===== src/adaptive_pressure_smoother_unit_macros.svh =====
// Assertion macros shared by the smoother RTL.
// APS_ASSERT_NOW checks the consequent in the same cycle as the antecedent;
// APS_ASSERT_NEXT checks it in the cycle after the antecedent. Both are silent in synthesis.
`ifndef ADAPTIVE_PRESSURE_SMOOTHER_UNIT_MACROS_SVH
`define ADAPTIVE_PRESSURE_SMOOTHER_UNIT_MACROS_SVH

`ifndef SYNTHESIS
`define APS_ASSERT_NOW(lbl, ante, cons) \
  lbl: assert property (@(posedge clk_i) disable iff (!rst_ni) (ante) |-> (cons)) \
    else $error("smoother assertion failed");
`define APS_ASSERT_NEXT(lbl, ante, cons) \
  lbl: assert property (@(posedge clk_i) disable iff (!rst_ni) (ante) |=> (cons)) \
    else $error("smoother assertion failed");
`else
`define APS_ASSERT_NOW(lbl, ante, cons)
`define APS_ASSERT_NEXT(lbl, ante, cons)
`endif

`endif


===== src/aps_pkg.sv =====
`timescale 1ns / 1ps

package aps_pkg;

  // Field widths
  localparam int unsigned PressW   = 24;
  localparam int unsigned ClimbW   = 17;
  localparam int unsigned TickW    = 32;
  localparam int unsigned LevelW   = 8;
  localparam int unsigned RateW    = 15;
  localparam int unsigned TimeW    = 16;
  localparam int unsigned CfgIdxW  = 3;
  localparam int unsigned CfgDataW = 16;

  // Width of s*old + new, and one quotient bit per divide step
  localparam int unsigned AccW     = 32;
  localparam int unsigned DivSteps = AccW;
  localparam int unsigned StepCntW = $clog2(DivSteps);

  // Configuration register indexes
  typedef enum logic [CfgIdxW-1:0] {
    REG_BYPASS      = 3'd0,
    REG_TRIG_LEVEL  = 3'd1,
    REG_SINK_RATE   = 3'd2,
    REG_TRIG_TIME   = 3'd3,
    REG_RELAX_TIME  = 3'd4,
    REG_MAX_SMOOTH  = 3'd5,
    REG_MIN_SMOOTH  = 3'd6,
    REG_INIT_SMOOTH = 3'd7
  } cfg_reg_e;

  // Controller states
  typedef enum logic [2:0] {
    ST_IDLE,
    ST_MUL,
    ST_DIV,
    ST_ADAPT,
    ST_EMIT
  } ctrl_state_e;

  // Commands from the controller to the datapath
  typedef struct packed {
    logic capture;   // latch the input beat
    logic mul;       // form s*old + new and the divisor
    logic div_step;  // one restoring divide step
    logic adapt;     // commit pressure and adapt the smoothing factor
    logic emit;      // load the output register
  } cmd_t;

  // Status from the datapath to the controller
  typedef struct packed {
    logic bypass;
  } sts_t;

  localparam logic [LevelW-1:0] SmoothTop = '1;

endpackage


===== src/adaptive_pressure_smoother_unit.sv =====
// Adaptive pressure smoother. Each input beat carries a pressure sample, the
// climb rate, a flying flag and a tick count; each produces exactly one result
// beat with the filtered pressure and the smoothing level after adaptation.
// Items are handled one at a time: a normal item passes through a multiply
// step, a bit-serial restoring divider that forms (s*old+new)/(s+1), an
// adaptation step and a hand-over step before its result is valid; a bypass
// item skips the divider. The input reopens the cycle after the hand-over
// while the result waits in the output register, so a new beat is taken only
// after the previous item has been handed over; the hand-over of the
// next item stalls while the previous result is still waiting. Configuration
// writes are always ready and must only be issued while the unit is idle;
// writing the initial smoothing level also loads it as the current level.
`timescale 1ns / 1ps

module adaptive_pressure_smoother_unit (
  input  logic        clk_i,
  input  logic        rst_ni,
  // Input stream
  input  logic        s_axis_tvalid,
  output logic        s_axis_tready,
  input  logic [79:0] s_axis_tdata,  // [23:0] pressure_sample, [40:24] climb_rate,
                                     // [72:41] tick_now, [79:73] zero
  input  logic [0:0]  s_axis_tuser,  // [0] flying
  // Result stream
  output logic        m_axis_tvalid,
  input  logic        m_axis_tready,
  output logic [31:0] m_axis_tdata,  // [23:0] smoothed_pressure, [31:24] smoothing_level
  // Configuration writes
  input  logic        cfg_valid_i,
  output logic        cfg_ready_o,
  input  logic [aps_pkg::CfgIdxW-1:0]  cfg_index_i,
  input  logic [aps_pkg::CfgDataW-1:0] cfg_data_i
);

  aps_pkg::cmd_t cmd;
  aps_pkg::sts_t sts;
  logic [aps_pkg::PressW-1:0] smoothed;
  logic [aps_pkg::LevelW-1:0] level;

  assign cfg_ready_o = 1'b1;

  aps_ctrl u_ctrl (
    .clk_i       (clk_i),
    .rst_ni      (rst_ni),
    .in_valid_i  (s_axis_tvalid),
    .in_ready_o  (s_axis_tready),
    .out_valid_o (m_axis_tvalid),
    .out_ready_i (m_axis_tready),
    .sts_i       (sts),
    .cmd_o       (cmd)
  );

  aps_dp u_dp (
    .clk_i               (clk_i),
    .rst_ni              (rst_ni),
    .cmd_i               (cmd),
    .sts_o               (sts),
    .cfg_we_i            (cfg_valid_i),
    .cfg_idx_i           (cfg_index_i),
    .cfg_data_i          (cfg_data_i),
    .pressure_sample_i   (s_axis_tdata[23:0]),
    .climb_rate_i        ($signed(s_axis_tdata[40:24])),
    .flying_i            (s_axis_tuser[0]),
    .tick_now_i          (s_axis_tdata[72:41]),
    .smoothed_pressure_o (smoothed),
    .smoothing_level_o   (level)
  );

  // Pack the result beat
  assign m_axis_tdata = {level, smoothed};

endmodule


===== src/aps_ctrl.sv =====
`timescale 1ns / 1ps

`include "adaptive_pressure_smoother_unit_macros.svh"

module aps_ctrl (
  input  logic          clk_i,
  input  logic          rst_ni,
  input  logic          in_valid_i,
  output logic          in_ready_o,
  output logic          out_valid_o,
  input  logic          out_ready_i,
  input  aps_pkg::sts_t sts_i,
  output aps_pkg::cmd_t cmd_o
);

  localparam logic [aps_pkg::StepCntW-1:0] LastStep =
    aps_pkg::StepCntW'(aps_pkg::DivSteps - 1);

  aps_pkg::ctrl_state_e state_q, state_d;
  logic [aps_pkg::StepCntW-1:0] cnt_q, cnt_d;
  logic ovalid_q, ovalid_d;
  logic slot_free;
  logic div_last;

  // State, step counter and output valid registers
  always_ff @(posedge clk_i or negedge rst_ni) begin
    if (!rst_ni) begin
      state_q  <= aps_pkg::ST_IDLE;
      cnt_q    <= '0;
      ovalid_q <= 1'b0;
    end else begin
      state_q  <= state_d;
      cnt_q    <= cnt_d;
      ovalid_q <= ovalid_d;
    end
  end

  assign slot_free = !ovalid_q || out_ready_i;
  assign div_last  = (cnt_q == LastStep);

  // Sequence one item: capture, multiply, divide (skipped for bypass), adapt, hand over
  always_comb begin
    state_d    = state_q;
    cnt_d      = cnt_q;
    cmd_o      = '0;
    in_ready_o = 1'b0;
    ovalid_d   = ovalid_q && !out_ready_i;
    case (state_q)
      aps_pkg::ST_IDLE: begin
        in_ready_o  = 1'b1;
        cmd_o.capture = in_valid_i;
        if (in_valid_i) begin
          state_d = aps_pkg::ST_MUL;
        end
      end
      aps_pkg::ST_MUL: begin
        cmd_o.mul = 1'b1;
        cnt_d     = '0;
        state_d   = sts_i.bypass ? aps_pkg::ST_ADAPT : aps_pkg::ST_DIV;
      end
      aps_pkg::ST_DIV: begin
        cmd_o.div_step = 1'b1;
        cnt_d          = cnt_q + 1'b1;
        if (div_last) begin
          state_d = aps_pkg::ST_ADAPT;
        end
      end
      aps_pkg::ST_ADAPT: begin
        cmd_o.adapt = 1'b1;
        state_d     = aps_pkg::ST_EMIT;
      end
      aps_pkg::ST_EMIT: begin
        if (slot_free) begin
          cmd_o.emit = 1'b1;
          ovalid_d   = 1'b1;
          state_d    = aps_pkg::ST_IDLE;
        end
      end
      default: begin
        state_d = aps_pkg::ST_IDLE;
      end
    endcase
  end

  assign out_valid_o = ovalid_q;

  // Checks
  `APS_ASSERT_NOW(a_emit_slot_free, cmd_o.emit, !ovalid_q || out_ready_i)
  `APS_ASSERT_NOW(a_cmd_onehot, 1'b1, $onehot0(cmd_o))
  `APS_ASSERT_NEXT(a_accept_starts, in_valid_i && in_ready_o, state_q == aps_pkg::ST_MUL)
  `APS_ASSERT_NEXT(a_div_ends, state_q == aps_pkg::ST_DIV && div_last, state_q == aps_pkg::ST_ADAPT)

endmodule


===== src/aps_dp.sv =====
`timescale 1ns / 1ps

module aps_dp (
  input  logic                          clk_i,
  input  logic                          rst_ni,
  input  aps_pkg::cmd_t                 cmd_i,
  output aps_pkg::sts_t                 sts_o,
  input  logic                          cfg_we_i,
  input  logic [aps_pkg::CfgIdxW-1:0]   cfg_idx_i,
  input  logic [aps_pkg::CfgDataW-1:0]  cfg_data_i,
  input  logic [aps_pkg::PressW-1:0]    pressure_sample_i,
  input  logic signed [aps_pkg::ClimbW-1:0] climb_rate_i,
  input  logic                          flying_i,
  input  logic [aps_pkg::TickW-1:0]     tick_now_i,
  output logic [aps_pkg::PressW-1:0]    smoothed_pressure_o,
  output logic [aps_pkg::LevelW-1:0]    smoothing_level_o
);

  // Configuration registers
  logic                        bypass_q;
  logic [aps_pkg::RateW-1:0]   trig_lvl_q;
  logic [aps_pkg::RateW-1:0]   sink_q;
  logic [aps_pkg::TimeW-1:0]   trig_time_q;
  logic [aps_pkg::TimeW-1:0]   relax_time_q;
  logic [aps_pkg::LevelW-1:0]  max_sm_q;
  logic [aps_pkg::LevelW-1:0]  min_sm_q;

  // Filter state
  logic [aps_pkg::PressW-1:0]  filt_q, filt_d;
  logic [aps_pkg::LevelW-1:0]  sf_q, sf_d;
  logic                        armed_q, armed_d;
  logic [aps_pkg::TickW-1:0]   mark_q, mark_d;

  // Captured beat
  logic [aps_pkg::PressW-1:0]        smp_q;
  logic signed [aps_pkg::ClimbW-1:0] climb_q;
  logic                              fly_q;
  logic [aps_pkg::TickW-1:0]         now_q;

  // Divider
  logic [aps_pkg::AccW-1:0]    acc_q;
  logic [aps_pkg::LevelW:0]    dvs_q;
  logic [aps_pkg::LevelW:0]    rem_q;
  logic [aps_pkg::LevelW+1:0]  trial;
  logic [aps_pkg::LevelW+1:0]  diff;
  logic                        take;

  // Output register
  logic [aps_pkg::PressW-1:0]  opress_q;
  logic [aps_pkg::LevelW-1:0]  olvl_q;

  assign sts_o.bypass = bypass_q;

  // Configuration writes; the initial level goes straight into the factor
  always_ff @(posedge clk_i or negedge rst_ni) begin
    if (!rst_ni) begin
      bypass_q     <= 1'b0;
      trig_lvl_q   <= aps_pkg::RateW'(200);
      sink_q       <= '0;
      trig_time_q  <= aps_pkg::TimeW'(1000);
      relax_time_q <= aps_pkg::TimeW'(5000);
      max_sm_q     <= aps_pkg::LevelW'(100);
      min_sm_q     <= aps_pkg::LevelW'(1);
    end else if (cfg_we_i) begin
      case (aps_pkg::cfg_reg_e'(cfg_idx_i))
        aps_pkg::REG_BYPASS:      bypass_q     <= cfg_data_i[0];
        aps_pkg::REG_TRIG_LEVEL:  trig_lvl_q   <= cfg_data_i[aps_pkg::RateW-1:0];
        aps_pkg::REG_SINK_RATE:   sink_q       <= cfg_data_i[aps_pkg::RateW-1:0];
        aps_pkg::REG_TRIG_TIME:   trig_time_q  <= cfg_data_i[aps_pkg::TimeW-1:0];
        aps_pkg::REG_RELAX_TIME:  relax_time_q <= cfg_data_i[aps_pkg::TimeW-1:0];
        aps_pkg::REG_MAX_SMOOTH:  max_sm_q     <= cfg_data_i[aps_pkg::LevelW-1:0];
        aps_pkg::REG_MIN_SMOOTH:  min_sm_q     <= cfg_data_i[aps_pkg::LevelW-1:0];
        default: ;
      endcase
    end
  end

  // Latch the input beat
  always_ff @(posedge clk_i) begin
    if (cmd_i.capture) begin
      smp_q   <= pressure_sample_i;
      climb_q <= climb_rate_i;
      fly_q   <= flying_i;
      now_q   <= tick_now_i;
    end
  end

  // Restoring divide step: one quotient bit per cycle
  assign trial = {rem_q, acc_q[aps_pkg::AccW-1]};
  assign take  = trial >= {1'b0, dvs_q};
  assign diff  = trial - {1'b0, dvs_q};

  always_ff @(posedge clk_i) begin
    if (cmd_i.mul) begin
      acc_q <= aps_pkg::AccW'(sf_q) * aps_pkg::AccW'(filt_q) + aps_pkg::AccW'(smp_q);
      dvs_q <= {1'b0, sf_q} + 1'b1;
      rem_q <= '0;
    end else if (cmd_i.div_step) begin
      acc_q <= {acc_q[aps_pkg::AccW-2:0], take};
      rem_q <= take ? diff[aps_pkg::LevelW:0] : trial[aps_pkg::LevelW:0];
    end
  end

  // Adaptation of the smoothing factor, in model order
  always_comb begin
    logic signed [aps_pkg::ClimbW:0] v;
    logic signed [aps_pkg::ClimbW:0] neg_v;
    logic [aps_pkg::ClimbW-1:0]      mag;
    logic [aps_pkg::ClimbW-1:0]      lvl;
    logic                            above;
    logic                            below;
    logic                            arm_now;
    logic                            armed1;
    logic [aps_pkg::TickW-1:0]       mark1;
    logic signed [aps_pkg::TickW-1:0] d;
    logic signed [aps_pkg::TickW-1:0] tt;
    logic signed [aps_pkg::TickW-1:0] rt;
    logic                            raise;
    logic                            armed2;
    logic                            tmo;
    logic                            armed3;
    logic                            relax;

    v = $signed({climb_q[aps_pkg::ClimbW-1], climb_q});
    if (fly_q) begin
      v = v - $signed({3'b000, sink_q});
    end
    neg_v = -v;
    mag   = v[aps_pkg::ClimbW] ? neg_v[aps_pkg::ClimbW-1:0] : v[aps_pkg::ClimbW-1:0];
    lvl   = {2'b00, trig_lvl_q};
    above = mag > lvl;
    below = mag < lvl;

    arm_now = above && !armed_q;
    armed1  = armed_q || arm_now;
    mark1   = arm_now ? now_q : mark_q;
    d       = $signed(now_q - mark1);
    tt      = $signed({16'd0, trig_time_q});
    rt      = $signed({16'd0, relax_time_q});

    raise  = armed1 && below && (d < tt) && (sf_q <= max_sm_q) &&
             (sf_q != aps_pkg::SmoothTop);
    armed2 = armed1 && !raise;
    tmo    = (d > tt) && armed2;
    armed3 = armed2 && !tmo;
    sf_d   = raise ? sf_q + 1'b1 : sf_q;
    relax  = below && !armed3 && (d > rt) && (sf_d > min_sm_q);

    armed_d = armed3;
    mark_d  = (raise || tmo || relax) ? now_q : mark1;
    if (relax) begin
      sf_d = sf_d - 1'b1;
    end
    filt_d = acc_q[aps_pkg::PressW-1:0];

    // Bypass: take the sample, keep the adaptation state
    if (bypass_q) begin
      filt_d  = smp_q;
      sf_d    = sf_q;
      armed_d = armed_q;
      mark_d  = mark_q;
    end
  end

  // Commit filter state
  always_ff @(posedge clk_i or negedge rst_ni) begin
    if (!rst_ni) begin
      filt_q  <= '0;
      sf_q    <= aps_pkg::LevelW'(10);
      armed_q <= 1'b0;
      mark_q  <= '0;
    end else if (cfg_we_i &&
                 aps_pkg::cfg_reg_e'(cfg_idx_i) == aps_pkg::REG_INIT_SMOOTH) begin
      sf_q <= cfg_data_i[aps_pkg::LevelW-1:0];
    end else if (cmd_i.adapt) begin
      filt_q  <= filt_d;
      sf_q    <= sf_d;
      armed_q <= armed_d;
      mark_q  <= mark_d;
    end
  end

  // Output register
  always_ff @(posedge clk_i) begin
    if (cmd_i.emit) begin
      opress_q <= filt_q;
      olvl_q   <= sf_q;
    end
  end

  assign smoothed_pressure_o = opress_q;
  assign smoothing_level_o   = olvl_q;

endmodule

===== config.mk =====
export PLATFORM = sky130hd
export DESIGN_NAME = adaptive_pressure_smoother_unit
export DESIGN_NICKNAME = d
export VERILOG_FILES = /design/src/aps_pkg.sv /design/src/adaptive_pressure_smoother_unit.sv /design/src/aps_ctrl.sv /design/src/aps_dp.sv
export VERILOG_INCLUDE_DIRS = /design/src /design/src/src
export SDC_FILE = /design/constraint.sdc
export NUM_CORES = 1
export LEC_CHECK = 0
export ABC_AREA = 0
export BUFFER_PORTS_ARGS = -buffer_cell sky130_fd_sc_hd__buf_2
export CAP_MARGIN = 25
export CORE_ASPECT_RATIO = 0.7
export CORE_MARGIN = 10
export CORE_UTILIZATION = 30
export CTS_CLUSTER_DIAMETER = 100
export DETAILED_ROUTE_END_ITERATION = 6
export SETUP_SLACK_MARGIN = 0.15
export SLEW_MARGIN = 20
export SYNTH_ARGS = -nofsm -noshare
export SYNTH_HDL_FRONTEND = slang
export SYNTH_HIERARCHICAL = 1
export SYNTH_SLANG_ARGS = --single-unit

===== constraint.sdc =====
create_clock -name clk_i -period 14.7 [get_ports clk_i]
set_input_delay 3.675 -clock clk_i [delete_from_list [all_inputs] [get_ports clk_i]]
set_output_delay 3.675 -clock clk_i [all_outputs]
set_load 0.05 [all_outputs]

Word-level counts from Yosys, hierarchy flattened --
Cells that the tools add are included.
Operators by class: magnitude comparators 8, bitwise operators 2, reductions and logical operators 39, multipliers 1, equality and inequality tests 17, multiplexer cells 28, $add $sub $neg 9
Operators with widths (count):
- two-way mux 32 bit | 4
- > comparator 32 x 17 -> 1 bit | 2
- two-way mux 8 bit | 5
- adder 32 x 24 -> 32 bit | 1
- less-than comparator 32 x 17 -> 1 bit | 1
- multiplier 8 x 24 -> 32 bit | 1
- subtractor 32 bit | 1
- two-way mux 24 bit | 1
- two-way mux 18 bit | 1
- AND reduction 2 bit | 9
- subtractor 17 x 16 -> 18 bit | 1
- > comparator 17 x 15 -> 1 bit | 1
- less-than comparator 17 x 15 -> 1 bit | 1
- two-way mux 17 bit | 1
- negator 17 bit | 1
- == test 3 bit (second input constant) | 5
- case mux 3 bit (5 select lines) | 1
- logical AND 1 bit | 13
- == test 3 x 2 -> 1 bit (second input constant) | 4
- greater-or-equal comparator 10 x 9 -> 1 bit | 1
- two-way mux 1 bit | 10
- case mux 5 bit (2 select lines) | 1
- adder 8 x 1 -> 9 bit (second input constant) | 1
- two-way mux 3 bit | 3
- other kinds (18) | 34
Word-level totals: input port bits 105, register bits 309

Logic depth before layout (Yosys ltp) --
Gate-level depths: netlist of the first run.
depth in word-level cells 25, gate-level depth with buffers 60, mapped depth without buffers 58

By module --
Netlist of the first run, hierarchy kept.
By module, submodules not included:
- aps_dp | times used 1, seq. area each 8222.9 µm², cells each 2338, area an instance 23374.9 µm²
- aps_ctrl | times used 1, seq. area each 225.2 µm², cells each 40, area an instance 462.9 µm²
- adaptive_pressure_smoother_unit | times used 1, seq. area each 0.0 µm², cells each 2, area an instance 11.3 µm²

Worst setup path after synthesis of the first run --
Ideal clock, no wire load.
path kind reg2reg, from reg u_dp/sink_q[0] (netlist bit), to reg u_dp/mark_q[12] (netlist bit), stages on the path, launching flop included 54, data arrival time 11.003 ns, clock period less this slack 11.127 ns, library setup time 0.125 ns, path buffers 4, required time 14.575 ns, setup slack 3.573 ns, cell sequence dfrtp_1 > ha_1 > fa_1 > nor2b_1 > o22ai_2 > xnor2_1 > o31a_1 > or4_4 > or2_2 > o21ai_0 > xnor2_1 > ha_1 > o21a_1 > o211ai_1 > nor2_1 > o21ai_0 > a21o_1 > a21oi_1 > (+18 left out) > or4_1 > o41a_1 > buf_2 > nor2_1 > mux2i_1 > inv_1 > ha_1 > nor2b_1 > o21ai_0 > nand2b_1 > a21oi_1 > o21ai_0 > o2111ai_1 > a31oi_1 > o21ai_0 > a21oi_1 > clkbuf_1 > mux2_2
On the way: longest elaborated chain between the ends 23
RTL lines:
- from (decl) | RTL line aps_dp.sv:22 | logic [aps_pkg::RateW-1:0] sink_q;
- from (signal assigned) | RTL line aps_dp.sv:68 | aps_pkg::REG_SINK_RATE: sink_q <= cfg_data_i[aps_pkg::RateW-1:0];
- subtractor 17 x 16 -> 18 bit (*) | RTL line aps_dp.sv:126 | v = v - $signed({3'b000, sink_q});
- two-way mux 18 bit (*) | RTL line aps_dp.sv:125 | if (fly_q) begin
- negator 17 bit | RTL line aps_dp.sv:128 | neg_v = -v;
- two-way mux 17 bit (*) | RTL line aps_dp.sv:129 | mag = v[aps_pkg::ClimbW] ? neg_v[aps_pkg::ClimbW-1:0] : v[aps_pkg::ClimbW-1:0];
- parallel branches: the longest is 18 deep, another holds subtractor 32 bit
- two-way mux 32 bit (*) | RTL line aps_dp.sv:150 | mark_d = (raise || tmo || relax) ? now_q : mark1;
- to (signal assigned) | RTL line aps_dp.sv:179 | mark_q <= mark_d;
- to (decl) | RTL line aps_dp.sv:32 | logic [aps_pkg::TickW-1:0] mark_q, mark_d;
Every way passes the cells marked *. A chain may end at the register's enable or synchronous reset.

Final worst setup path of the first run --
from reg u_dp/climb_q[0] (netlist bit), to reg u_dp/sf_q[3] (netlist bit)
On the way: longest elaborated chain between the ends 25
RTL lines:
- from (decl) | RTL line aps_dp.sv:36 | logic signed [aps_pkg::ClimbW-1:0] climb_q;
- from (signal assigned) | RTL line aps_dp.sv:82 | climb_q <= climb_rate_i;
- subtractor 17 x 16 -> 18 bit | RTL line aps_dp.sv:126
- two-way mux 18 bit (*) | RTL line aps_dp.sv:125
- negator 17 bit | RTL line aps_dp.sv:128
- two-way mux 17 bit (*) | RTL line aps_dp.sv:129
- parallel branches: the longest is 17 deep, another holds subtractor 32 bit
- two-way mux 8 bit (*) | RTL line aps_dp.sv:151 | if (relax) begin
- two-way mux 8 bit (*) | RTL line aps_dp.sv:157 | if (bypass_q) begin
- two-way mux 8 bit (*) | RTL line aps_dp.sv:175 | end else if (cmd_i.adapt) begin
- two-way mux 8 bit (*) | RTL line aps_dp.sv:172 | end else if (cfg_we_i &&
- to (signal assigned) | RTL line aps_dp.sv:169 | sf_q <= aps_pkg::LevelW'(10);
- to (signal assigned) | RTL line aps_dp.sv:174 | sf_q <= cfg_data_i[aps_pkg::LevelW-1:0];
- to (decl) | RTL line aps_dp.sv:30 | logic [aps_pkg::LevelW-1:0] sf_q, sf_d;
Every way passes the cells marked *. The select of a mux whose other input is x is not followed.

==> results of run 1 <==
[cell families (layout without fill, tap and decap cells)]
| logic type | after synthesis | after routing |
|---|---|---|
| xor gates and xnor gates | 81 | 81 |
| other | 1 | 2 |
| buffers and inverters | 375 | 501 |
| and+or+nand+nor | 676 | 676 |
| muxes | 156 | 156 |
| DFF | 309 | 309 |
| AOI/OAI and AO/OA | 449 | 449 |
| adders and majority gates | 333 | 333 |
[metal layers]
metal  GRT usage  up-vias
li1            -     8379
met1       0.209     8507
met2       0.192      407
met3      0.0314       66
met4      0.0274        4
met5           0        -
[synth_stat cells, types with 6 or more instances]
master | count | area share
nand3_1 | 26 | 0.0055
clkbuf_1 | 63 | 0.0099
fa_1 | 159 | 0.13
dfxtp_1 | 9 | 0.0076
dfrtp_1 | 133 | 0.14
or2_2 | 12 | 0.0031
o21bai_1 | 12 | 0.0038
a21boi_0 | 7 | 0.0022
o211ai_1 | 6 | 0.0019
buf_1 | 32 | 0.0050
dfstp_2 | 20 | 0.022
mux2i_1 | 64 | 0.027
nand3b_1 | 6 | 0.0019
o21a_1 | 15 | 0.0047
a21oi_1 | 116 | 0.024
nor3_1 | 28 | 0.0059
or3_1 | 17 | 0.0045
xor2_1 | 35 | 0.013
ha_1 | 172 | 0.090
nand2_1 | 261 | 0.041
xnor2_1 | 46 | 0.017
o31ai_1 | 7 | 0.0022
mux2_2 | 91 | 0.043
o2111ai_1 | 11 | 0.0040
inv_1 | 274 | 0.043
edfxtp_1 | 147 | 0.19
a211oi_1 | 16 | 0.0050
nor3b_1 | 6 | 0.0019
nand2b_1 | 32 | 0.0084
o21ai_0 | 124 | 0.026
nor4_1 | 11 | 0.0029
nor2b_1 | 29 | 0.0076
nor2_1 | 106 | 0.017
and2_1 | 77 | 0.020
a31oi_1 | 11 | 0.0029
nand4_1 | 25 | 0.0066
a21o_1 | 50 | 0.016
and3_1 | 19 | 0.0050
[stage by stage]
| step | std cells | hold slack, ns | instance area (sq um) |
|---|---|---|---|
| 2_1_floorplan | 2380 | 0.423 | 23800 |
| 3_3_place_gp | 3486 | 0.466 | 25600 |
| 3_5_place_dp | 3489 | 0.472 | 25700 |
| 4_1_cts | 3560 | 0.480 | 27100 |
| 5_1_grt | 3562 | 0.507 | 27100 |
| 6_report | 3563 | 0.481 | 27100 |
[worst min path at each step]
stage,startpoint,to,depth (start not counted)
6_report,u_dp/rem_q[8],u_dp/rem_q[8],2
2_1_floorplan,u_dp/filt_q[13],u_dp/smoothed_pressure_o[13],0
3_5_place_dp,u_dp/rem_q[8],u_dp/rem_q[8],2
4_1_cts,u_dp/rem_q[8],u_dp/rem_q[8],2
3_3_place_gp,u_dp/rem_q[8],u_dp/rem_q[8],2
5_1_grt,u_dp/rem_q[8],u_dp/rem_q[8],2
[final cells by class]
cell class	count	area (sq um)
multi-input cells	1696	14000
well taps	1056	1320
inverters	274	1030
fillers	7976	51700
clock inverters	22	322
diodes	1	2.50
flip-flops and latches	309	8450
clock buffers	49	1070
repair buffers	156	880
[worst max-delay path: cells and delay by family, from the launching register on]
family	cells	cell delay, ns
AND/OR/NAND/NOR	13	3.01
adder cells (fa/ha/maj)	7	2.18
multiplexers	2	0.73
AO/OA/AOI/OAI	28	5.81
XOR/XNOR	4	1.00
buffers and inverters	2	0.14
flip-flops	1	0.36
[state kept, by name, indices dropped and copies added (netlist names), 3 cells and up]
signal,count
u_ctrl/cnt_q,5
u_dp/now_q,32
u_dp/smoothed_pressure_o,24
u_dp/climb_q,17
u_dp/mark_q,32
u_dp/relax_time_q,16
u_dp/min_sm_q,8
u_dp/trig_lvl_q,15
u_dp/smp_q,24
u_dp/trig_time_q,16
u_ctrl/state_q,3
u_dp/smoothing_level_o,8
u_dp/dvs_q,9
u_dp/rem_q,9
u_dp/acc_q,32
u_dp/filt_q,24
u_dp/sink_q,15
u_dp/max_sm_q,8
u_dp/sf_q,8
==> results.sh, run 1 <==
export IMPL_ioPinCount=140
export IMPL_drive_gt1_frac=0.148
export IMPL_dp_slack_ns=1.30
export IMPL_finalHoldViolCount=0
export IMPL_worst_ep_arrival_time_ns=13.84
export IMPL_layout_min_cycle_time_ns=13.37
export IMPL_clkSlewWorstSetupHoldPaths_ns=0.06
export IMPL_drc=0
export IMPL_grt_setup_unrepaired="false"
export IMPL_r2r_slack_ns=1.33
export IMPL_dr_total_vias=17363
export IMPL_routed_wl_met3_um=4160
export IMPL_track_usage=0.137
export IMPL_synth_top_family_by_area="adder cells"
export IMPL_synthSimpleGateAreaFrac=0.140
export IMPL_fmax_ghz=0.0748
export IMPL_setup_worst_path_class="reg -> reg"
export IMPL_cts_sinks=309
export IMPL_cts_tree="built"
export IMPL_grt_first_pass_wirelength_um=99900
export IMPL_syn_num_nets=2816
export IMPL_first_iter_violations=1118
export IMPL_status="completed"
export IMPL_hpwl_um=46600
export IMPL_design_core_area_sq_um=78800
export IMPL_critPathCapture="u_dp/sf_q[3]"
export IMPL_wl_per_cell_um=17.7
export IMPL_hold_class="reg -> reg"
export IMPL_nets=2912
export IMPL_critPathRequiredTime_ns=15.17
export IMPL_r2r_start="u_dp/climb_q[0]"
export IMPL_tns_ns=0
export IMPL_syn_to_final_growth_pct=13.6
export IMPL_synth_cell_type_count=91
export IMPL_syn_area_per_cell_sq_um=10.0
export IMPL_yosys_warnings=6
export IMPL_cts_post_setup_buffers_inserted=0
export IMPL_cp_startpoint="u_dp/climb_q[0]"
export IMPL_place_gp_congestion=0.867
export IMPL_grt_pass1_vias=17042
export IMPL_synth_xor_area_frac=0.0297
export IMPL_syn_inst=2380
export IMPL_met2_length_um=25600
export IMPL_relSlewSlack=0.357
export IMPL_drv_cap=0
export IMPL_clock_root_buffer="clkbuf_16"
export IMPL_grt_max_degree=65
export IMPL_antenna_found_initial=6
export IMPL_globalRouteOverflowTotal=0
export IMPL_setup_viol=0
export IMPL_cts_buffers=39
export IMPL_synth_edf_count=147
export IMPL_final_cell_mix="inv_1, nand2_1, ha_1"
export IMPL_worstRegToRegCells=56
export IMPL_met1_length_um=32500
export IMPL_setup_slack_ns=1.33
export IMPL_final_common_cell="inv_1"
export IMPL_rr_endpoint="u_dp/sf_q[3]"
export IMPL_tightest_slew_ns=0.952
export IMPL_skew_ns=0.0180
export IMPL_synth_adder_area_share=0.225
export IMPL_ys_flop_type="edfxtp_1"
export IMPL_initial_core_util=0.303
export IMPL_clockBufferDepth=3
export IMPL_holdBufCountCts=0
export IMPL_synth_area_mux_share=0.0703
export IMPL_finalWirelength_um=63200
export IMPL_die_w_um=357
export IMPL_topRoutingLayerUsed="met5"
export IMPL_ys_ff_latch=309
export IMPL_cts_htree_levels=2
export IMPL_cp_end_kind="register"
export IMPL_period_share=0.909
export IMPL_io_buffer_count=131
export IMPL_path_max_fanout=13
export IMPL_critPathLaunchType="register"
export IMPL_die_h_um=256
export IMPL_async_flop_share=0.495
export IMPL_cts_resized=0
export IMPL_postRouteAntennaNets=0
export IMPL_synth_compound_area_frac=0.122
export IMPL_rows=86
export IMPL_post_route_util=0.344
export IMPL_drv_slew=0
export IMPL_syn_area_sq_um=23800
export IMPL_crit_slowest_cell="nor4_1"
export IMPL_clk_latency_ns=0.59
export IMPL_critPathMaxStageDelay_ns=0.66
export IMPL_die_area_sq_um=91400
export IMPL_viasPerCell=4.87
export IMPL_ys_seq_area_frac=0.354
export IMPL_first_pass_iters=5
Power of run 1 is not shown: default switching activity piles up to over one toggle a cycle in this logic, so the estimate is an artifact.
==> inputs of run 2 (changes only) <==
--- a/config.mk
+++ b/config.mk
@@ -7,11 +7,13 @@
 export NUM_CORES = 1
 export LEC_CHECK = 0
 export ABC_AREA = 0
+export ABC_CLOCK_PERIOD_IN_PS = 14700
 export BUFFER_PORTS_ARGS = -buffer_cell sky130_fd_sc_hd__buf_2
 export CAP_MARGIN = 25
 export CORE_ASPECT_RATIO = 0.7
 export CORE_MARGIN = 10
 export CORE_UTILIZATION = 30
+export CTS_BUF_LIST = sky130_fd_sc_hd__clkbuf_16
 export CTS_CLUSTER_DIAMETER = 100
 export DETAILED_ROUTE_END_ITERATION = 6
 export SETUP_SLACK_MARGIN = 0.15
==> results.sh, run 2 (same netlist as run 1, synthesis figures left out) <==
export IMPL_cts_buffers=39
export IMPL_die_area_sq_um=91400
export IMPL_hpwl_um=46600
export IMPL_final_cell_mix="inv_1, nand2_1, ha_1"
export IMPL_tightest_slew_ns=0.975
export IMPL_clock_root_buffer="clkbuf_16"
export IMPL_holdBufCountCts=0
export IMPL_drv_slew=0
export IMPL_first_iter_violations=1129
export IMPL_critPathMaxStageDelay_ns=0.66
export IMPL_worst_ep_arrival_time_ns=13.84
export IMPL_drc=0
export IMPL_grt_setup_unrepaired="false"
export IMPL_die_w_um=357
export IMPL_skew_ns=0.0180
export IMPL_cts_sinks=309
export IMPL_place_gp_congestion=0.867
export IMPL_cts_post_setup_buffers_inserted=0
export IMPL_cts_htree_levels=2
export IMPL_relSlewSlack=0.342
export IMPL_critPathRequiredTime_ns=15.17
export IMPL_syn_to_final_growth_pct=13.4
export IMPL_crit_slowest_cell="nor4_1"
export IMPL_finalWirelength_um=63200
export IMPL_viasPerCell=4.87
export IMPL_setup_worst_path_class="reg -> reg"
export IMPL_clk_latency_ns=0.59
export IMPL_setup_slack_ns=1.33
export IMPL_first_pass_iters=5
export IMPL_die_h_um=256
export IMPL_reg_largest_list="u_dp/acc_q: 32 flops, u_dp/mark_q: 32 flops, u_dp/now_q: 32 flops"
export IMPL_design_core_area_sq_um=78800
export IMPL_grt_max_degree=65
export IMPL_path_max_fanout=13
export IMPL_status="completed"
export IMPL_final_area_sq_um=27000
export IMPL_cp_end_kind="register"
export IMPL_layout_min_cycle_time_ns=13.37
export IMPL_finalHoldViolCount=0
export IMPL_final_common_cell="inv_1"
export IMPL_post_route_util=0.343
export IMPL_ioPinCount=140
export IMPL_track_usage=0.137
export IMPL_initial_core_util=0.303
export IMPL_wl_per_cell_um=17.7
export IMPL_hold_class="reg -> reg"
export IMPL_critPathLaunchType="register"
export IMPL_io_buffer_count=131
export IMPL_place_area_sq_um=25700
export IMPL_globalRouteOverflowTotal=0
export IMPL_rows=86
export IMPL_period_share=0.909
export IMPL_antenna_found_initial=6
export IMPL_drv_cap=0
export IMPL_cts_resized=0
export IMPL_setup_viol=0
export IMPL_dp_slack_ns=1.30
export IMPL_postRouteAntennaNets=0
export IMPL_tns_ns=0
export IMPL_clkSlewWorstSetupHoldPaths_ns=0.06
export IMPL_drive_gt1_frac=0.147
export IMPL_grt_pass1_vias=17040
export IMPL_grt_first_pass_wirelength_um=99800
export IMPL_clockBufferDepth=3
export IMPL_nets=2912
export IMPL_fmax_ghz=0.0748
export IMPL_cts_tree="built"
export IMPL_dr_total_vias=17369
## run 2: changes by cell type in the layout (fill, tap and decap cells not counted)
cell and delta:
inv_2 +1, inv_1 +5, clkinv_1 +3, clkbuf_1 -5, clkbuf_8 -4
## run 2: cell type report
cell class / instances / area, sq um
inverters: 274 / 1030
multi-input cells: 1696 / 14000
well taps: 1056 / 1320
flip-flops and latches: 309 / 8450
fillers: 7976 / 51700
repair buffers: 156 / 880
clock buffers: 40 / 1000
clock inverters: 31 / 355
diodes: 1 / 2.50
## run 2: final timing paths
kind	startpoint	to	slack [ns]	cells after the start
max	u_dp/sink_q[0]	u_dp/sf_q[3]	1.33	55
min	u_dp/rem_q[8]	u_dp/rem_q[8]	0.48	2
max reg2reg	u_dp/sink_q[0]	u_dp/sf_q[3]	1.33	55
min reg2reg	u_dp/rem_q[8]	u_dp/rem_q[8]	0.48	2
max in group asynchronous	rst_ni	u_dp/sts_o	9.64	3
min in group asynchronous	rst_ni	u_dp/filt_q[19]	3.02	1
## run 2: critical path: cells and delay by family (launching register included)
kind | cells | cell delay (ns)
and+or+nand+nor | 13 | 3.02
xor gates and xnor gates | 4 | 0.99
DFF | 1 | 0.38
buffers and inverters | 1 | 0.09
adders and majority gates | 7 | 2.21
AOI/OAI and AO/OA | 28 | 5.82
muxes | 2 | 0.73
## run 2: per-layer routing
metal	global-route usage	wire length (um)	vias to the layer above	part of all wire
met4	0.0274	1020	4	0.016
met5	0	32	-	0.00051
met2	0.192	25500	416	0.40
li1	-	-	8371	-
met3	0.0314	4200	66	0.066
met1	0.209	32400	8512	0.51
## run 2: per-stage QoR
stage	cells	hold WS [ns]
after CTS	3560	0.480
after floorplan	2380	0.423
after detailed placement	3489	0.472
after global routing	3562	0.507
final	3563	0.481
after global placement	3486	0.466
Power of run 2 is left out for the same reason.
==> inputs of run 3 (changes only) <==
--- a/config.mk
+++ b/config.mk
@@ -16,6 +16,7 @@
 export CTS_BUF_LIST = sky130_fd_sc_hd__clkbuf_16
 export CTS_CLUSTER_DIAMETER = 100
 export DETAILED_ROUTE_END_ITERATION = 6
+export PLACE_DENSITY = 0.55
 export SETUP_SLACK_MARGIN = 0.15
 export SLEW_MARGIN = 20
 export SYNTH_ARGS = -nofsm -noshare
==> constraint.sdc (replaced) <==
create_clock -name clk_i -period 14.7 [get_ports clk_i]
set_input_delay 2.94 -clock clk_i [delete_from_list [all_inputs] [get_ports clk_i]]
set_output_delay 2.94 -clock clk_i [all_outputs]
set_load 0.05 [all_outputs]
==> results.sh, run 3 (same netlist as run 1, synthesis figures left out) <==
export IMPL_critPathMaxStageDelay_ns=0.68
export IMPL_path_max_fanout=13
export IMPL_holdPathEnd="u_dp/rem_q[8]"
export IMPL_globalRouteOverflowTotal=0
export IMPL_initial_core_util=0.303
export IMPL_first_iter_violations=1208
export IMPL_status="completed"
export IMPL_layout_min_cycle_time_ns=13.59
export IMPL_diodes=0
export IMPL_place_area_sq_um=25700
export IMPL_first_pass_iters=5
export IMPL_track_usage=0.140
export IMPL_tightest_slew_ns=0.953
export IMPL_die_area_sq_um=91400
export IMPL_clockBufferDepth=3
export IMPL_cts_htree_levels=2
export IMPL_io_buffer_count=131
export IMPL_worstRegToRegCells=56
export IMPL_cts_resized=0
export IMPL_design_core_area_sq_um=78800
export IMPL_post_route_util=0.343
export IMPL_n_fill_cell=8108
export IMPL_tns_ns=0
export IMPL_viasPerCell=4.85
export IMPL_critPathLaunchType="register"
export IMPL_postRouteAntennaNets=0
export IMPL_clk_latency_ns=0.57
export IMPL_cts_buffers=39
export IMPL_hpwl_um=47200
export IMPL_cts_sinks=309
export IMPL_cp_end_kind="register"
export IMPL_clock_root_buffer="clkbuf_16"
export IMPL_finalHoldViolCount=0
export IMPL_clkSlewWorstSetupHoldPaths_ns=0.07
export IMPL_wl_per_cell_um=17.9
export IMPL_setup_worst_path_class="reg -> reg"
export IMPL_holdBufCountCts=0
export IMPL_hp_start="u_dp/rem_q[8]"
export IMPL_final_cell_mix="inv_1, nand2_1, ha_1"
export IMPL_grt_max_degree=71
export IMPL_reg_largest_list="u_dp/acc_q: 32 flops, u_dp/mark_q: 32 flops, u_dp/now_q: 32 flops"
export IMPL_multi_input_area_sq_um=14000
export IMPL_critPathRequiredTime_ns=15.18
export IMPL_cts_post_setup_buffers_inserted=0
export IMPL_setup_viol=0
export IMPL_crit_slowest_cell="nor4_1"
export IMPL_die_w_um=357
export IMPL_nets=2913
export IMPL_dp_slack_ns=1.11
export IMPL_drc=0
export IMPL_period_share=0.924
export IMPL_regArea_sq_um=8450
export IMPL_r2r_start="u_dp/climb_q[0]"
export IMPL_fmax_ghz=0.0736
export IMPL_rr_endpoint="u_dp/sf_q[3]"
export IMPL_syn_to_final_growth_pct=13.3
export IMPL_grt_first_pass_wirelength_um=102000
export IMPL_hold_class="reg -> reg"
export IMPL_grt_setup_unrepaired="false"
export IMPL_dr_total_vias=17286
export IMPL_die_h_um=256
export IMPL_cts_tree="built"
export IMPL_final_area_sq_um=27000
export IMPL_min_path_cells=2
export IMPL_ioPinCount=140
export IMPL_antenna_found_initial=2
export IMPL_drive_gt1_frac=0.146
export IMPL_relSlewSlack=0.365
export IMPL_drv_slew=0
export IMPL_setup_slack_ns=1.11
export IMPL_path_buf_inv=2
export IMPL_place_gp_congestion=0.865
export IMPL_worst_ep_arrival_time_ns=14.07
export IMPL_critPathTopFamily="compound AO/OA/AOI/OAI gates"
export IMPL_rows=86
export IMPL_skew_ns=0.0215
export IMPL_final_common_cell="inv_1"
export IMPL_drv_cap=0
export IMPL_r2r_slack_ns=1.11
export IMPL_finalWirelength_um=63900
export IMPL_grt_pass1_vias=17065
[run 3: cell count changes in the layout (fill, tap and decap cells not counted), sizes merged]
cell      before  now
diode          1    0
inv          282  290
clkinv        12   11
bufinv         6    3
clkinvlp       5    0
clkbuf        40   42
buf          156  157
[run 3: worst max path at each step]
stage,from,end,depth (start not counted)
after floorplan,u_dp/sink_q[0],u_dp/mark_q[12],53
after global placement,u_dp/climb_q[0],u_dp/sf_q[3],53
after detailed placement,u_dp/climb_q[0],u_dp/sf_q[3],53
after CTS,u_dp/climb_q[0],u_dp/sf_q[3],53
after global routing,u_dp/climb_q[0],u_dp/sf_q[3],56
final,u_dp/climb_q[0],u_dp/sf_q[3],56
[run 3: area by class of cell]
type / instances / share of cell area
Sequential cell: 309 / 0.313
Multi-Input combinational cell: 1696 / 0.519
Clock inverter: 30 / 0.00894
Clock buffer: 42 / 0.0389
Inverter: 274 / 0.0381
Tap cell: 1056 / 0.0489
Timing Repair Buffer: 157 / 0.0337
[run 3: per-layer routing]
| layer | up-vias | global-route usage | wire [um] |
|---|---|---|---|
| met1 | 8488 | 0.226 | 35000 |
| met3 | 59 | 0.0234 | 3000 |
| met4 | 4 | 0.0289 | 1040 |
| met2 | 357 | 0.188 | 24900 |
| li1 | 8378 | - | - |
| met5 | - | 0 | 33 |
[run 3: stage by stage]
stage,hold slack [ns],std cells
3_3_place_gp,0.469,3487
6_report,0.487,3564
3_5_place_dp,0.475,3488
5_1_grt,0.513,3564
4_1_cts,0.481,3560
2_1_floorplan,0.423,2380
[run 3: worst register-to-register path, delay by kind of cell, from the launching register on]
family,cells,cell delay (ns)
buffers and inverters,2,0.13
adders and majority gates,7,2.16
xor gates and xnor gates,4,1.04
AOI/OAI and AO/OA,28,6.02
and+or+nand+nor,13,3.05
DFF,1,0.37
muxes,2,0.74
Power of run 3 is left out for the same reason.
